**config.mk**
```make
export PLATFORM = sky130hd
export DESIGN_NAME = calendar_serial_day_converter_unit
export DESIGN_NICKNAME = d
export VERILOG_FILES = /design/src/rtl/csdc_pkg.sv /design/src/rtl/calendar_serial_day_converter_unit.sv
export VERILOG_INCLUDE_DIRS = /design/src /design/src/rtl
export SDC_FILE = /design/constraint.sdc
export NUM_CORES = 2
export LEC_CHECK = 0
export BUFFER_PORTS_ARGS = -buffer_cell sky130_fd_sc_hd__buf_2
export CORE_MARGIN = 5
export CORE_UTILIZATION = 60
export CTS_CLUSTER_DIAMETER = 60
export DETAILED_ROUTE_END_ITERATION = 16
export GPL_ROUTABILITY_DRIVEN = 0
export PLACE_DENSITY_LB_ADDON = 0.08
export SYNTH_ARGS = -nofsm -noshare
export SYNTH_HDL_FRONTEND = slang
export SYNTH_SLANG_ARGS = --single-unit
```
**constraint.sdc**
```tcl
create_clock -name clock -period 31.4 [get_ports clock]
set_input_delay 6.28 -clock clock [delete_from_list [all_inputs] [get_ports clock]]
set_output_delay 6.28 -clock clock [all_outputs]
set_load 0.05 [all_outputs]
```
**src/rtl/calendar_serial_day_converter_unit_defines.svh**
```systemverilog
// Assertion macros shared by the calendar serial day converter RTL.
`ifndef CALENDAR_SERIAL_DAY_CONVERTER_UNIT_DEFINES_SVH
`define CALENDAR_SERIAL_DAY_CONVERTER_UNIT_DEFINES_SVH

// Consequent checked in the same cycle as the antecedent.
`define CSDC_ASSERT_SAME(label, ante, cons, msg) \
   label: assert property (@(posedge clock) disable iff (reset) (ante) |-> (cons)) \
      else $error(msg);

// Consequent checked in the cycle after the antecedent.
`define CSDC_ASSERT_NEXT(label, ante, cons, msg) \
   label: assert property (@(posedge clock) disable iff (reset) (ante) |=> (cons)) \
      else $error(msg);

`endif

```
**src/rtl/csdc_pkg.sv**
```systemverilog
// Constants, types and calendar helper functions for the serial day converter.
package csdc_pkg;

   typedef enum logic {
      OP_TO_SERIAL = 1'b0,
      OP_TO_DATE   = 1'b1
   } op_type;

   localparam logic [13:0] YEAR_MIN       = 14'd1900;
   localparam logic [13:0] YEAR_MAX       = 14'd9999;
   localparam logic [13:0] CENTURY_RESET  = 14'd2000;
   localparam logic [6:0]  TWO_DIGIT_LIM  = 7'd100;
   localparam logic [3:0]  MONTH_FIRST    = 4'd1;
   localparam logic [3:0]  MONTH_FEB      = 4'd2;
   localparam logic [3:0]  MONTH_LAST     = 4'd12;
   localparam logic [4:0]  HOUR_MAX       = 5'd23;
   localparam logic [5:0]  MINSEC_MAX     = 6'd59;
   localparam logic [21:0] SERIAL_MAX     = 22'd2958525;
   localparam logic [16:0] SECS_PER_DAY   = 17'd86400;
   localparam logic [11:0] SECS_PER_HOUR  = 12'd3600;
   localparam logic [5:0]  SECS_PER_MIN   = 6'd60;
   localparam logic [10:0] DAYS_PER_BLOCK = 11'd1461;
   localparam logic [8:0]  DAYS_LEAP_YEAR = 9'd366;
   localparam logic [8:0]  DAYS_YEAR      = 9'd365;
   localparam logic [4:0]  FEB_LEAP_LEN   = 5'd29;
   localparam logic [2:0]  WEEKDAY_OFFSET = 3'd6;
   localparam logic [2:0]  DAYS_PER_WEEK  = 3'd7;

   // Reciprocals: floor(x * RECIP / 2^SHIFT) equals x / divisor over the used range.
   localparam logic [21:0] BLOCK_RECIP = 22'd2939745;   // 1461, shift 32
   localparam logic [15:0] HOUR_RECIP  = 16'd37283;     // 3600, shift 27
   localparam logic [12:0] MIN_RECIP   = 13'd4370;      // 60, shift 18
   localparam logic [24:0] WEEK_RECIP  = 25'd19173962;  // 7, shift 27

   localparam logic [4:0] MONTH_LEN [12] = '{
      5'd31, 5'd28, 5'd31, 5'd30, 5'd31, 5'd30, 5'd31, 5'd31, 5'd30, 5'd31, 5'd30, 5'd31
   };

   localparam logic [8:0] CUM_DAYS [12] = '{
      9'd0, 9'd31, 9'd59, 9'd90, 9'd120, 9'd151,
      9'd181, 9'd212, 9'd243, 9'd273, 9'd304, 9'd334
   };

   // Length of a month, zero for a code that is not a month.
   function automatic logic [4:0] days_in_month(input logic [3:0] month, input logic leap);
      logic [4:0] len;
      len = 5'd0;
      if (month >= MONTH_FIRST && month <= MONTH_LAST) begin
         len = MONTH_LEN[month - MONTH_FIRST];
         if (month == MONTH_FEB && leap) begin
            len = FEB_LEAP_LEN;
         end
      end
      return len;
   endfunction

   // Days in the year before the first of the month.
   function automatic logic [8:0] days_before(input logic [3:0] month, input logic leap);
      logic [8:0] cum;
      cum = 9'd0;
      if (month >= MONTH_FIRST && month <= MONTH_LAST) begin
         cum = CUM_DAYS[month - MONTH_FIRST];
         if (month > MONTH_FEB && leap) begin
            cum = cum + 9'd1;
         end
      end
      return cum;
   endfunction

endpackage

```
**src/rtl/calendar_serial_day_converter_unit.sv**
```systemverilog
// Calendar date-time to serial day converter and back, as a four-stage pipeline.
//
// Request words carry an operation code and both sets of fields. Code OP_TO_SERIAL
// checks a calendar date-time (two-digit years get the century register added) and
// returns the serial day (1 is 1 Jan 1900) and seconds past midnight. Code OP_TO_DATE
// splits a serial day and second of day into the calendar fields and the weekday.
// A word is taken at a clock edge where req_valid is high and req_stall is low, and
// one result word leaves on the rsp channel under the same rule.
// The result word is registered in stage one, stage two, stage three and the output
// stage. Throughput: one word per cycle while no result word is held by rsp_stall.
// When a result word is held by rsp_stall the whole pipeline freezes and req_stall
// rises in the same cycle, so no word is lost or repeated. The user must write the
// century register (csr_wr_en, csr_wr_data) only while the unit is idle; the unit
// itself does not enforce this. A synchronous reset empties the pipeline and sets
// the century to 2000. Out of range fields give valid_res low and the default
// 1900-01-01 00:00:00.
`include "calendar_serial_day_converter_unit_defines.svh"

module calendar_serial_day_converter_unit
   import csdc_pkg::*;
(
   input  logic        clock,
   input  logic        reset,
   input  logic        csr_wr_en,
   input  logic [13:0] csr_wr_data,
   input  logic        req_valid,
   output logic        req_stall,
   input  logic        req_op,
   input  logic [13:0] req_year_in,
   input  logic [3:0]  req_month_in,
   input  logic [4:0]  req_day_in,
   input  logic [4:0]  req_hour_in,
   input  logic [5:0]  req_minute_in,
   input  logic [5:0]  req_second_in,
   input  logic [21:0] req_serial_in,
   input  logic [16:0] req_seconds_of_day_in,
   output logic        rsp_valid,
   input  logic        rsp_stall,
   output logic [21:0] rsp_serial_out,
   output logic [16:0] rsp_seconds_of_day_out,
   output logic [13:0] rsp_year_out,
   output logic [3:0]  rsp_month_out,
   output logic [4:0]  rsp_day_out,
   output logic [4:0]  rsp_hour_out,
   output logic [5:0]  rsp_minute_out,
   output logic [5:0]  rsp_second_out,
   output logic [2:0]  rsp_weekday_out,
   output logic        rsp_valid_res
);

   logic        adv;
   logic [13:0] century_ff;
   logic        v1_ff, v2_ff, v3_ff, rsp_valid_ff;

   // Stage 1: checks and the first products.
   op_type      op_in, op1_ff;
   logic [14:0] yr_sum;
   logic        ok_date, ok_serial;
   logic        ok1_in, ok1_ff;
   logic [12:0] yoff1_in, yoff1_ff;
   logic [3:0]  mon1_ff;
   logic [4:0]  day1_ff, hour1_ff;
   logic [5:0]  min1_ff, sec1_ff;
   logic [21:0] sdm1_in, sdm1_ff;
   logic [43:0] pblk1_in, pblk1_ff;
   logic [32:0] phr1_in, phr1_ff;
   logic [16:0] secs1_ff;
   logic [22:0] wsum1_in, wsum1_ff;
   logic [47:0] pwk1_in, pwk1_ff;

   // Stage 2.
   op_type      op2_ff;
   logic        ok2_ff;
   logic        leap2;
   logic [21:0] yacc2_in, yacc2_ff;
   logic [10:0] ypart2_in, ypart2_ff;
   logic [8:0]  mday2_in, mday2_ff;
   logic [16:0] sodh2_in, sodh2_ff;
   logic [11:0] sodms2_in, sodms2_ff;
   logic [11:0] blk2_in, blk2_ff;
   logic [22:0] blk_days;
   logic [21:0] r_full;
   logic [10:0] r2_ff;
   logic [4:0]  hr2_in, hr2_ff;
   logic [16:0] hr_secs, rem_full;
   logic [11:0] rem2_ff;
   logic [20:0] wq2_in, wq2_ff;
   logic [22:0] wsum2_ff;

   // Stage 3.
   op_type      op3_ff;
   logic        ok3_ff;
   logic [21:0] serial3_in, serial3_ff;
   logic [16:0] sod3_in, sod3_ff;
   logic [10:0] r0;
   logic [1:0]  yoff3;
   logic [8:0]  doy3_in, doy3_ff;
   logic [13:0] year3_in, year3_ff;
   logic        leap3_ff;
   logic [24:0] pmin3_in, pmin3_ff;
   logic [11:0] rem3_ff;
   logic [4:0]  hr3_ff;
   logic [23:0] wq7;
   logic [22:0] wdiff;
   logic [2:0]  wd3_ff;

   // Output stage.
   logic [3:0]  mo_calc;
   logic [8:0]  dday;
   logic [5:0]  mi_calc;
   logic [11:0] mi60, sdiff;
   logic [21:0] serial_o_in, serial_o_ff;
   logic [16:0] sod_o_in, sod_o_ff;
   logic [13:0] year_o_in, year_o_ff;
   logic [3:0]  mon_o_in, mon_o_ff;
   logic [4:0]  day_o_in, day_o_ff, hr_o_in, hr_o_ff;
   logic [5:0]  min_o_in, min_o_ff, sec_o_in, sec_o_ff;
   logic [2:0]  wd_o_in, wd_o_ff;
   logic        res_o_ff;

   // The pipeline moves as one unless the output word is being held.
   assign adv       = !(rsp_valid_ff && rsp_stall);
   assign req_stall = !adv;

   // ---------------- Stage 1 ----------------
   assign op_in  = op_type'(req_op);
   assign yr_sum = (req_year_in < 14'(TWO_DIGIT_LIM)) ?
                   ({1'b0, req_year_in} + {1'b0, century_ff}) : {1'b0, req_year_in};

   assign ok_date = (yr_sum >= {1'b0, YEAR_MIN}) && (yr_sum <= {1'b0, YEAR_MAX}) &&
                    (req_month_in >= MONTH_FIRST) && (req_month_in <= MONTH_LAST) &&
                    (req_day_in >= 5'd1) &&
                    (req_day_in <= days_in_month(req_month_in, yr_sum[1:0] == 2'd0)) &&
                    (req_hour_in <= HOUR_MAX) && (req_minute_in <= MINSEC_MAX) &&
                    (req_second_in <= MINSEC_MAX);

   assign ok_serial = (req_serial_in >= 22'd1) && (req_serial_in <= SERIAL_MAX) &&
                      (req_seconds_of_day_in < SECS_PER_DAY);

   assign ok1_in   = (op_in == OP_TO_SERIAL) ? ok_date : ok_serial;
   assign yoff1_in = 13'(yr_sum - {1'b0, YEAR_MIN});
   assign sdm1_in  = req_serial_in - 22'd1;
   assign pblk1_in = sdm1_in * BLOCK_RECIP;
   assign phr1_in  = req_seconds_of_day_in * HOUR_RECIP;
   assign wsum1_in = {1'b0, req_serial_in} + 23'(WEEKDAY_OFFSET);
   assign pwk1_in  = wsum1_in * WEEK_RECIP;

   // ---------------- Stage 2 ----------------
   // 1900 is a multiple of four, so the year offset shows the leap years too.
   assign leap2     = (yoff1_ff[1:0] == 2'd0);
   assign yacc2_in  = 22'(yoff1_ff[12:2] * DAYS_PER_BLOCK);
   assign ypart2_in = leap2 ? 11'd0 : 11'(yoff1_ff[1:0] * DAYS_YEAR + 11'd1);
   assign mday2_in  = days_before(mon1_ff, leap2) + 9'(day1_ff);
   assign sodh2_in  = 17'(hour1_ff * SECS_PER_HOUR);
   assign sodms2_in = 12'(min1_ff * SECS_PER_MIN) + 12'(sec1_ff);

   assign blk2_in  = pblk1_ff[43:32];
   assign blk_days = blk2_in * DAYS_PER_BLOCK;
   assign r_full   = sdm1_ff - blk_days[21:0];
   assign hr2_in   = phr1_ff[31:27];
   assign hr_secs  = 17'(hr2_in * SECS_PER_HOUR);
   assign rem_full = secs1_ff - hr_secs;
   assign wq2_in   = pwk1_ff[47:27];

   // ---------------- Stage 3 ----------------
   assign serial3_in = yacc2_ff + 22'(ypart2_ff) + 22'(mday2_ff);
   assign sod3_in    = sodh2_ff + 17'(sodms2_ff);

   // Day within the four-year block, from one; the first year of a block is the leap one.
   assign r0 = r2_ff + 11'd1;

   always_comb begin
      if (r0 <= 11'(DAYS_LEAP_YEAR)) begin
         yoff3   = 2'd0;
         doy3_in = r0[8:0];
      end else if (r0 <= 11'(DAYS_LEAP_YEAR) + 11'(DAYS_YEAR)) begin
         yoff3   = 2'd1;
         doy3_in = 9'(r0 - 11'(DAYS_LEAP_YEAR));
      end else if (r0 <= 11'(DAYS_LEAP_YEAR) + 11'(DAYS_YEAR) + 11'(DAYS_YEAR)) begin
         yoff3   = 2'd2;
         doy3_in = 9'(r0 - 11'(DAYS_LEAP_YEAR) - 11'(DAYS_YEAR));
      end else begin
         yoff3   = 2'd3;
         doy3_in = 9'(r0 - 11'(DAYS_LEAP_YEAR) - 11'(DAYS_YEAR) - 11'(DAYS_YEAR));
      end
   end

   assign year3_in = YEAR_MIN + {blk2_ff, 2'b00} + 14'(yoff3);
   assign pmin3_in = rem2_ff * MIN_RECIP;
   assign wq7      = wq2_ff * DAYS_PER_WEEK;
   assign wdiff    = wsum2_ff - wq7[22:0];

   // ---------------- Output stage ----------------
   always_comb begin
      mo_calc = MONTH_FIRST;
      for (int j = 2; j <= 12; j++) begin
         if (doy3_ff > days_before(4'(j), leap3_ff)) begin
            mo_calc = 4'(j);
         end
      end
   end

   assign dday    = doy3_ff - days_before(mo_calc, leap3_ff);
   assign mi_calc = pmin3_ff[23:18];
   assign mi60    = 12'(mi_calc * SECS_PER_MIN);
   assign sdiff   = rem3_ff - mi60;

   always_comb begin
      serial_o_in = 22'd0;
      sod_o_in    = 17'd0;
      year_o_in   = YEAR_MIN;
      mon_o_in    = MONTH_FIRST;
      day_o_in    = 5'd1;
      hr_o_in     = 5'd0;
      min_o_in    = 6'd0;
      sec_o_in    = 6'd0;
      wd_o_in     = 3'd0;
      case (op3_ff)
         OP_TO_SERIAL: begin
            if (ok3_ff) begin
               serial_o_in = serial3_ff;
               sod_o_in    = sod3_ff;
            end
         end
         OP_TO_DATE: begin
            if (ok3_ff) begin
               year_o_in = year3_ff;
               mon_o_in  = mo_calc;
               day_o_in  = dday[4:0];
               hr_o_in   = hr3_ff;
               min_o_in  = mi_calc;
               sec_o_in  = sdiff[5:0];
               wd_o_in   = wd3_ff;
            end
         end
         default: begin
            serial_o_in = 22'd0;
         end
      endcase
   end

   // ---------------- Registers ----------------
   always_ff @(posedge clock) begin
      if (reset) begin
         century_ff   <= CENTURY_RESET;
         v1_ff        <= 1'b0;
         v2_ff        <= 1'b0;
         v3_ff        <= 1'b0;
         rsp_valid_ff <= 1'b0;
      end else begin
         if (csr_wr_en) begin
            century_ff <= csr_wr_data;
         end
         if (adv) begin
            v1_ff        <= req_valid;
            v2_ff        <= v1_ff;
            v3_ff        <= v2_ff;
            rsp_valid_ff <= v3_ff;
         end
      end
   end

   always_ff @(posedge clock) begin
      if (adv) begin
         op1_ff    <= op_in;
         ok1_ff    <= ok1_in;
         yoff1_ff  <= yoff1_in;
         mon1_ff   <= req_month_in;
         day1_ff   <= req_day_in;
         hour1_ff  <= req_hour_in;
         min1_ff   <= req_minute_in;
         sec1_ff   <= req_second_in;
         sdm1_ff   <= sdm1_in;
         pblk1_ff  <= pblk1_in;
         phr1_ff   <= phr1_in;
         secs1_ff  <= req_seconds_of_day_in;
         wsum1_ff  <= wsum1_in;
         pwk1_ff   <= pwk1_in;

         op2_ff    <= op1_ff;
         ok2_ff    <= ok1_ff;
         yacc2_ff  <= yacc2_in;
         ypart2_ff <= ypart2_in;
         mday2_ff  <= mday2_in;
         sodh2_ff  <= sodh2_in;
         sodms2_ff <= sodms2_in;
         blk2_ff   <= blk2_in;
         r2_ff     <= r_full[10:0];
         hr2_ff    <= hr2_in;
         rem2_ff   <= rem_full[11:0];
         wq2_ff    <= wq2_in;
         wsum2_ff  <= wsum1_ff;

         op3_ff     <= op2_ff;
         ok3_ff     <= ok2_ff;
         serial3_ff <= serial3_in;
         sod3_ff    <= sod3_in;
         doy3_ff    <= doy3_in;
         year3_ff   <= year3_in;
         leap3_ff   <= (yoff3 == 2'd0);
         pmin3_ff   <= pmin3_in;
         rem3_ff    <= rem2_ff;
         hr3_ff     <= hr2_ff;
         wd3_ff     <= wdiff[2:0];

         serial_o_ff <= serial_o_in;
         sod_o_ff    <= sod_o_in;
         year_o_ff   <= year_o_in;
         mon_o_ff    <= mon_o_in;
         day_o_ff    <= day_o_in;
         hr_o_ff     <= hr_o_in;
         min_o_ff    <= min_o_in;
         sec_o_ff    <= sec_o_in;
         wd_o_ff     <= wd_o_in;
         res_o_ff    <= ok3_ff;
      end
   end

   assign rsp_valid              = rsp_valid_ff;
   assign rsp_serial_out         = serial_o_ff;
   assign rsp_seconds_of_day_out = sod_o_ff;
   assign rsp_year_out           = year_o_ff;
   assign rsp_month_out          = mon_o_ff;
   assign rsp_day_out            = day_o_ff;
   assign rsp_hour_out           = hr_o_ff;
   assign rsp_minute_out         = min_o_ff;
   assign rsp_second_out         = sec_o_ff;
   assign rsp_weekday_out        = wd_o_ff;
   assign rsp_valid_res          = res_o_ff;

   // ---------------- Assertions ----------------
   `CSDC_ASSERT_SAME(a_month_day_range, rsp_valid,
      rsp_month_out >= 4'd1 && rsp_month_out <= 4'd12 && rsp_day_out >= 5'd1,
      "result month or day out of range")
   `CSDC_ASSERT_SAME(a_invalid_zero, rsp_valid && !rsp_valid_res,
      rsp_serial_out == 22'd0 && rsp_seconds_of_day_out == 17'd0,
      "invalid result carries a non-zero serial")
   `CSDC_ASSERT_SAME(a_weekday_range, rsp_valid, rsp_weekday_out <= 3'd6,
      "weekday above Saturday")
   `CSDC_ASSERT_SAME(a_stage_fill, $rose(v2_ff), $past(v1_ff),
      "stage two filled from an empty stage one")
   `CSDC_ASSERT_NEXT(a_stage_drain, v3_ff && !req_stall, rsp_valid,
      "stage three word did not reach the output")

endmodule

```
# After elaboration in Yosys (flattened, before gate mapping)
# Memories as Yosys holds them, arrays and structs flattened.
# Index checks and enable logic that the tools add are counted.
[totals]
register_bits = 526
mem_bits_ro = 368
in_bits = 99
output_inout_bits = 85
word_cells = 198
mem_count = 3
[op_classes]
n_addsub = 26
mul = 12
n_lt_le_gt_ge = 36
eq_ne = 1
mux = 41
bitwise_logic = 4
n_reduce_logical = 22
[memory_table]
columns = ["memory", "depth", "word_bits", "rd", "rd_clocked_by_memory_dff", "wr", "line", "rtl"]
rows = [
  ["(no name shown)", 16, 9, 1, 0, 0, "csdc_pkg.sv:62", "cum = CUM_DAYS[month - MONTH_FIRST];"],
  ["(no name shown)", 16, 9, 1, 0, 0, "csdc_pkg.sv:62", ""],
  ["(no name shown)", 16, 5, 1, 0, 0, "csdc_pkg.sv:49", "len = MONTH_LEN[month - MONTH_FIRST];"],
]
[op_table]
columns = ["op", "n"]
rows = [
  ["9-bit 2-to-1 mux", 7],
  ["23-bit by 24-bit multiplier with 47-bit output, second input constant", 1],
  ["22-bit by 22-bit multiplier with 44-bit output, second input constant", 1],
  ["4-bit 2-to-1 mux", 11],
  ["5-bit 2-to-1 mux", 8],
  ["9-bit by 8-bit greater-than comparator with 1-bit output", 4],
  ["17-bit by 16-bit multiplier with 32-bit output, second input constant", 1],
  ["9-bit greater-than comparator", 3],
  ["9-bit subtractor, second input constant", 3],
  ["22-bit by 3-bit adder with 23-bit output, second input constant", 1],
  ["12-bit by 12-bit multiplier with 23-bit output, second input constant", 1],
  ["11-bit by 1-bit adder with 11-bit output, second input constant", 2],
  ["22-bit by 11-bit adder with 22-bit output", 1],
  ["22-bit by 9-bit adder with 22-bit output", 1],
  ["22-bit by 1-bit greater-or-equal comparator with 1-bit output, second input constant", 1],
  ["22-bit less-or-equal comparator, second input constant", 1],
  ["11-bit by 11-bit multiplier with 22-bit output, second input constant", 1],
  ["22-bit by 1-bit subtractor with 22-bit output, second input constant", 1],
  ["21-bit by 3-bit multiplier with 3-bit output, second input constant", 1],
  ["9-bit by 7-bit greater-than comparator with 1-bit output", 2],
  ["17-bit by 12-bit adder with 17-bit output", 1],
  ["1-bit logical AND", 17],
  ["17-bit < comparator, second input constant", 1],
  ["14-bit by 14-bit adder with 15-bit output", 1],
  ["other kinds (45)", 70],
]

# Logic depth before layout (Yosys ltp)
[depth]
ltp_word = 21
ltp_mapped = 29

# Worst setup path after synthesis
# Ideal clock, no wire load.
[synth_path]
path_type = "input to output"
startpoint = "in rsp_stall"
endpoint = "out req_stall"
arrival_time_ps = 16926
slack_ps = 8194
stages = 2
path_buffers = 0
path_cell_list = "nand2_1 inv_1"
[synth_between]
elab_chain_cells = 1
[synth_lines]
columns = ["element", "line", "rtl"]
rows = [
  ["from (decl)", "calendar_serial_day_converter_unit.sv:38", "input logic rsp_stall,"],
  ["1-bit logical AND", "calendar_serial_day_converter_unit.sv:122", "assign adv = !(rsp_valid_ff && rsp_stall);"],
  ["to (decl)", "calendar_serial_day_converter_unit.sv:27", "output logic req_stall,"],
]
# No other way between the ends.

# Worst setup path in the final report
[layout_path]
startpoint = "in req_serial_in[0]"
endpoint = "reg pblk1_ff[40] (data pin)"
[layout_between]
elab_chain_cells = 2
[layout_lines]
columns = ["element", "line", "rtl"]
rows = [
  ["from (decl)", "calendar_serial_day_converter_unit.sv:35", "input logic [21:0] req_serial_in,"],
  ["22-bit by 1-bit subtractor with 22-bit output", "calendar_serial_day_converter_unit.sv:142", "assign sdm1_in = req_serial_in - 22'd1;"],
  ["22-bit by 22-bit multiplier with 44-bit output", "calendar_serial_day_converter_unit.sv:143", "assign pblk1_in = sdm1_in * BLOCK_RECIP;"],
  ["net pblk1_in[40]", "calendar_serial_day_converter_unit.sv:65", "logic [43:0] pblk1_in, pblk1_ff;"],
  ["to (signal assigned)", "calendar_serial_day_converter_unit.sv:274", "pblk1_ff <= pblk1_in;"],
  ["to (decl)", "calendar_serial_day_converter_unit.sv:65", ""],
]
# The timed path passes the listed nets, and every way through them passes these cells.
# A chain may end at the register's enable or synchronous reset.

==> flow_summary.ini <==
[outcome]
status = completed

[clock_network]
cts_setup_buffers = 0
cts_buffers = 47
cts_tree = done
clk_latency_ps = 610
cts_max_level = 2
cts_max_path_buffers = 3
clk_pin_slew_ps = 60
cts_sinks = 382
ctsResizeCount = 0
holdBufCountCts = 0
root_buffer = clkbuf_16

[cells_and_area]
nets = 5200
area_growth_pct = 8.428
multi_input_area_um2 = 26700
fillers = 5404
register_area_um2 = 11290
drive_above_1_share_pct = 7.634

[logic_synthesis]
synth_compound_area_share_pct = 7.748
synth_most_common_cell = ha_1
synth.avg_cell_area_um2 = 10.99
syn_area_um2 = 41060
yosysSeqAreaShare_pct = 27.50
netlist_instances = 3735
yosysWarnings = 0
synthSimpleGateAreaFrac_pct = 7.294
synth_commonest_cells = ha_1 (781), inv_1 (757), fa_1 (400)
synth_mux_area_share_pct = 0.5911
synth_xor_xnor_area_share_pct = 6.063
yosys.area.top_type = edfxtp_1
post_synth_fa_ha_maj_area_fraction_pct = 43.30
synth_nets = 5015
synth.top_cell.area_share_pct = 26.62
ys_ff_latch = 382
ys_async_sr_fraction_pct = 0
ys_types = 83
synth_top_family_by_area = adder cells
synth-edff-count = 364
netlist_top_cells_area = edfxtp_1 (27%), ha_1 (24%), fa_1 (20%)
synthFlopType = edfxtp_1

[worst_setup_path]
crit_type = in2reg
crit_arrival_ps = 14740
crit_fanout = 15
end_kind = flip-flop
reg2reg_depth = 25
cp-startpoint = req_serial_in[0]
cp-start-kind = input port
endpoint = pblk1_ff[40]
r2r_slack_ps = 25040
timing.rr.end = rsp_day_out[4]
worstReg2RegStart = leap3_ff
required_ps = 31740

[global_routing]
grt_pass1_vias = 27240
grt_pass1_wl_um = 138400
antenna_found_initial = 7
grt_max_degree = 85
grt_usage_pct = 23.14
grt_overflow = 0

[sta]
period_share_pct = 45.88
fin_tns_setup_ps = 0
setup_violations = 0
slew_headroom_pct = 26.73
finalHoldViolCount = 0
fin_crit_ps = 14410
drv_slew = 0
max_freq_mhz = 69.42
worst_pin_slew_ps = 1094
finalClockSkew_ps = 34.19
timing.hold.ws_ps = 417.7
rsz0062_at_grt = no

[detailed_routing]
vias_per_cell = 5.420
avgRoutedWirePerCell_um = 17.21
antenna_left = 0
routed_wl_um = 83330
drtIter0Drc = 1276
drtPass1Iterations = 5
vias = 26240
drc = 0

[die]
dieArea_um2 = 73770
core_um2 = 68230
row_count = 96
fp.dieW_um = 271.6
die_h_um = 271.6
floorplan.initialDensity_pct = 60.19
io_pins = 184

[placement]
port_buffers = 183
dp_hpwl_um = 69440

[hold_path]
hold_class = reg2reg

[flow_run]
drv_cap = 0
routing by layer:
| layer | track usage (%) | share of wire, % |
|---|---|---|
| met5 | 0 | 0.049 |
| met4 | 7.000 | 3.4 |
| met3 | 3.509 | 4.5 |
| met2 | 38.96 | 48 |
| met1 | 31.28 | 44 |
cells by family after synthesis:
logic type / after synthesis
AOI/OAI and AO/OA: 470
xor gates and xnor gates: 281
adders and majority gates: 1181
buffers and inverters: 814
DFF: 382
muxes: 23
and+or+nand+nor: 584
flip-flops by register name (all words and copies together) (netlist names), 9 cells and up:
signal,cells
blk2_ff,12
century_ff,14
doy3_ff,9
mday2_ff,9
pblk1_ff,12
r2_ff,11
rem2_ff,12
rsp_seconds_of_day_out,17
rsp_serial_out,22
rsp_year_out,14
sdm1_ff,11
secs1_ff,11
serial3_ff,22
sod3_ff,17
sodh2_ff,12
sodms2_ff,12
yacc2_ff,22
year3_ff,14
yoff1_ff,13
worst max-delay path, stage by stage:
cell and delay (ps):
buf_2 230, inv_1 310, ha_1 260, nand2_1 120
nor4_1 410, nor2b_1 450, nand2_1 120, xor2_1 730
inv_1 160, ha_1 360, ha_1 360, fa_1 570
fa_1 440, fa_1 540, fa_1 520, ha_1 320
ha_1 330, nand4_1 160, a2111oi_0 620, nand3_1 160
a311oi_1 430, o311ai_2 170, a21oi_1 230, a21oi_1 140
o21bai_1 190, xor2_1 90
final cells by class:
class	instances	area share (%)
clock buffers	64	2.906
multi-input cells	2539	59.96
flip-flops and latches	382	25.36
inverters	757	6.382
clock inverters	21	0.6688
repair buffers	193	2.226
diodes	3	0.01686
well taps	882	2.479
through the flow:
stage / util [%] / worst slack, ps / instances / instance area (um2)
2_1_floorplan: - / 8194 / 3735 / 41060
3_3_place_gp: 62.92 / 16670 / 4753 / 42930
3_5_place_dp: 62.92 / 16420 / 4753 / 42930
4_1_cts: 65.25 / 17030 / 4838 / 44520
5_1_grt: 65.26 / 16380 / 4841 / 44530
6_report: 65.26 / 16990 / 4841 / 44530
placed cells by master (no fill, tap or decap), types with 9 or more instances in the layout:
cell,n
buf_2,183
a21boi_0,12
o21bai_1,20
xor2_1,88
and3_1,43
fa_1,400
and2_1,54
nor2_1,128
o211ai_1,15
buf_4,10
a31oi_1,16
a2111oi_0,9
a21oi_1,127
nand3_1,51
nand2b_1,32
nand2_1,107
a31o_2,10
o311ai_0,9
inv_1,757
nor3_1,50
a211oi_1,20
o31ai_1,14
dfxtp_1,18
edfxtp_1,364
o21ai_0,73
ha_1,781
o21a_1,22
nor2b_1,39
xnor2_1,191
a21o_1,46
nand4_1,21
clkbuf_16,49
mux2i_1,16
nor4_1,9
or3_1,13
clkbuf_1,12
how the worst min path moves through the flow:
stage	from	end	slack, ps	cells past startpoint
after global routing	pwk1_ff[28]	wq2_ff[1]	430	0
after floorplan	pblk1_ff[43]	blk2_ff[11]	400	0
after CTS	hr2_ff[1]	hr3_ff[1]	420	0
after detailed placement	hr2_ff[1]	hr3_ff[1]	400	0
final	op1_ff	op2_ff	420	0
after global placement	op1_ff	op2_ff	400	0
Power is left out: the tool's default activity adds up to more than one toggle a clock period on the data nets, which glitch-free logic cannot reach.
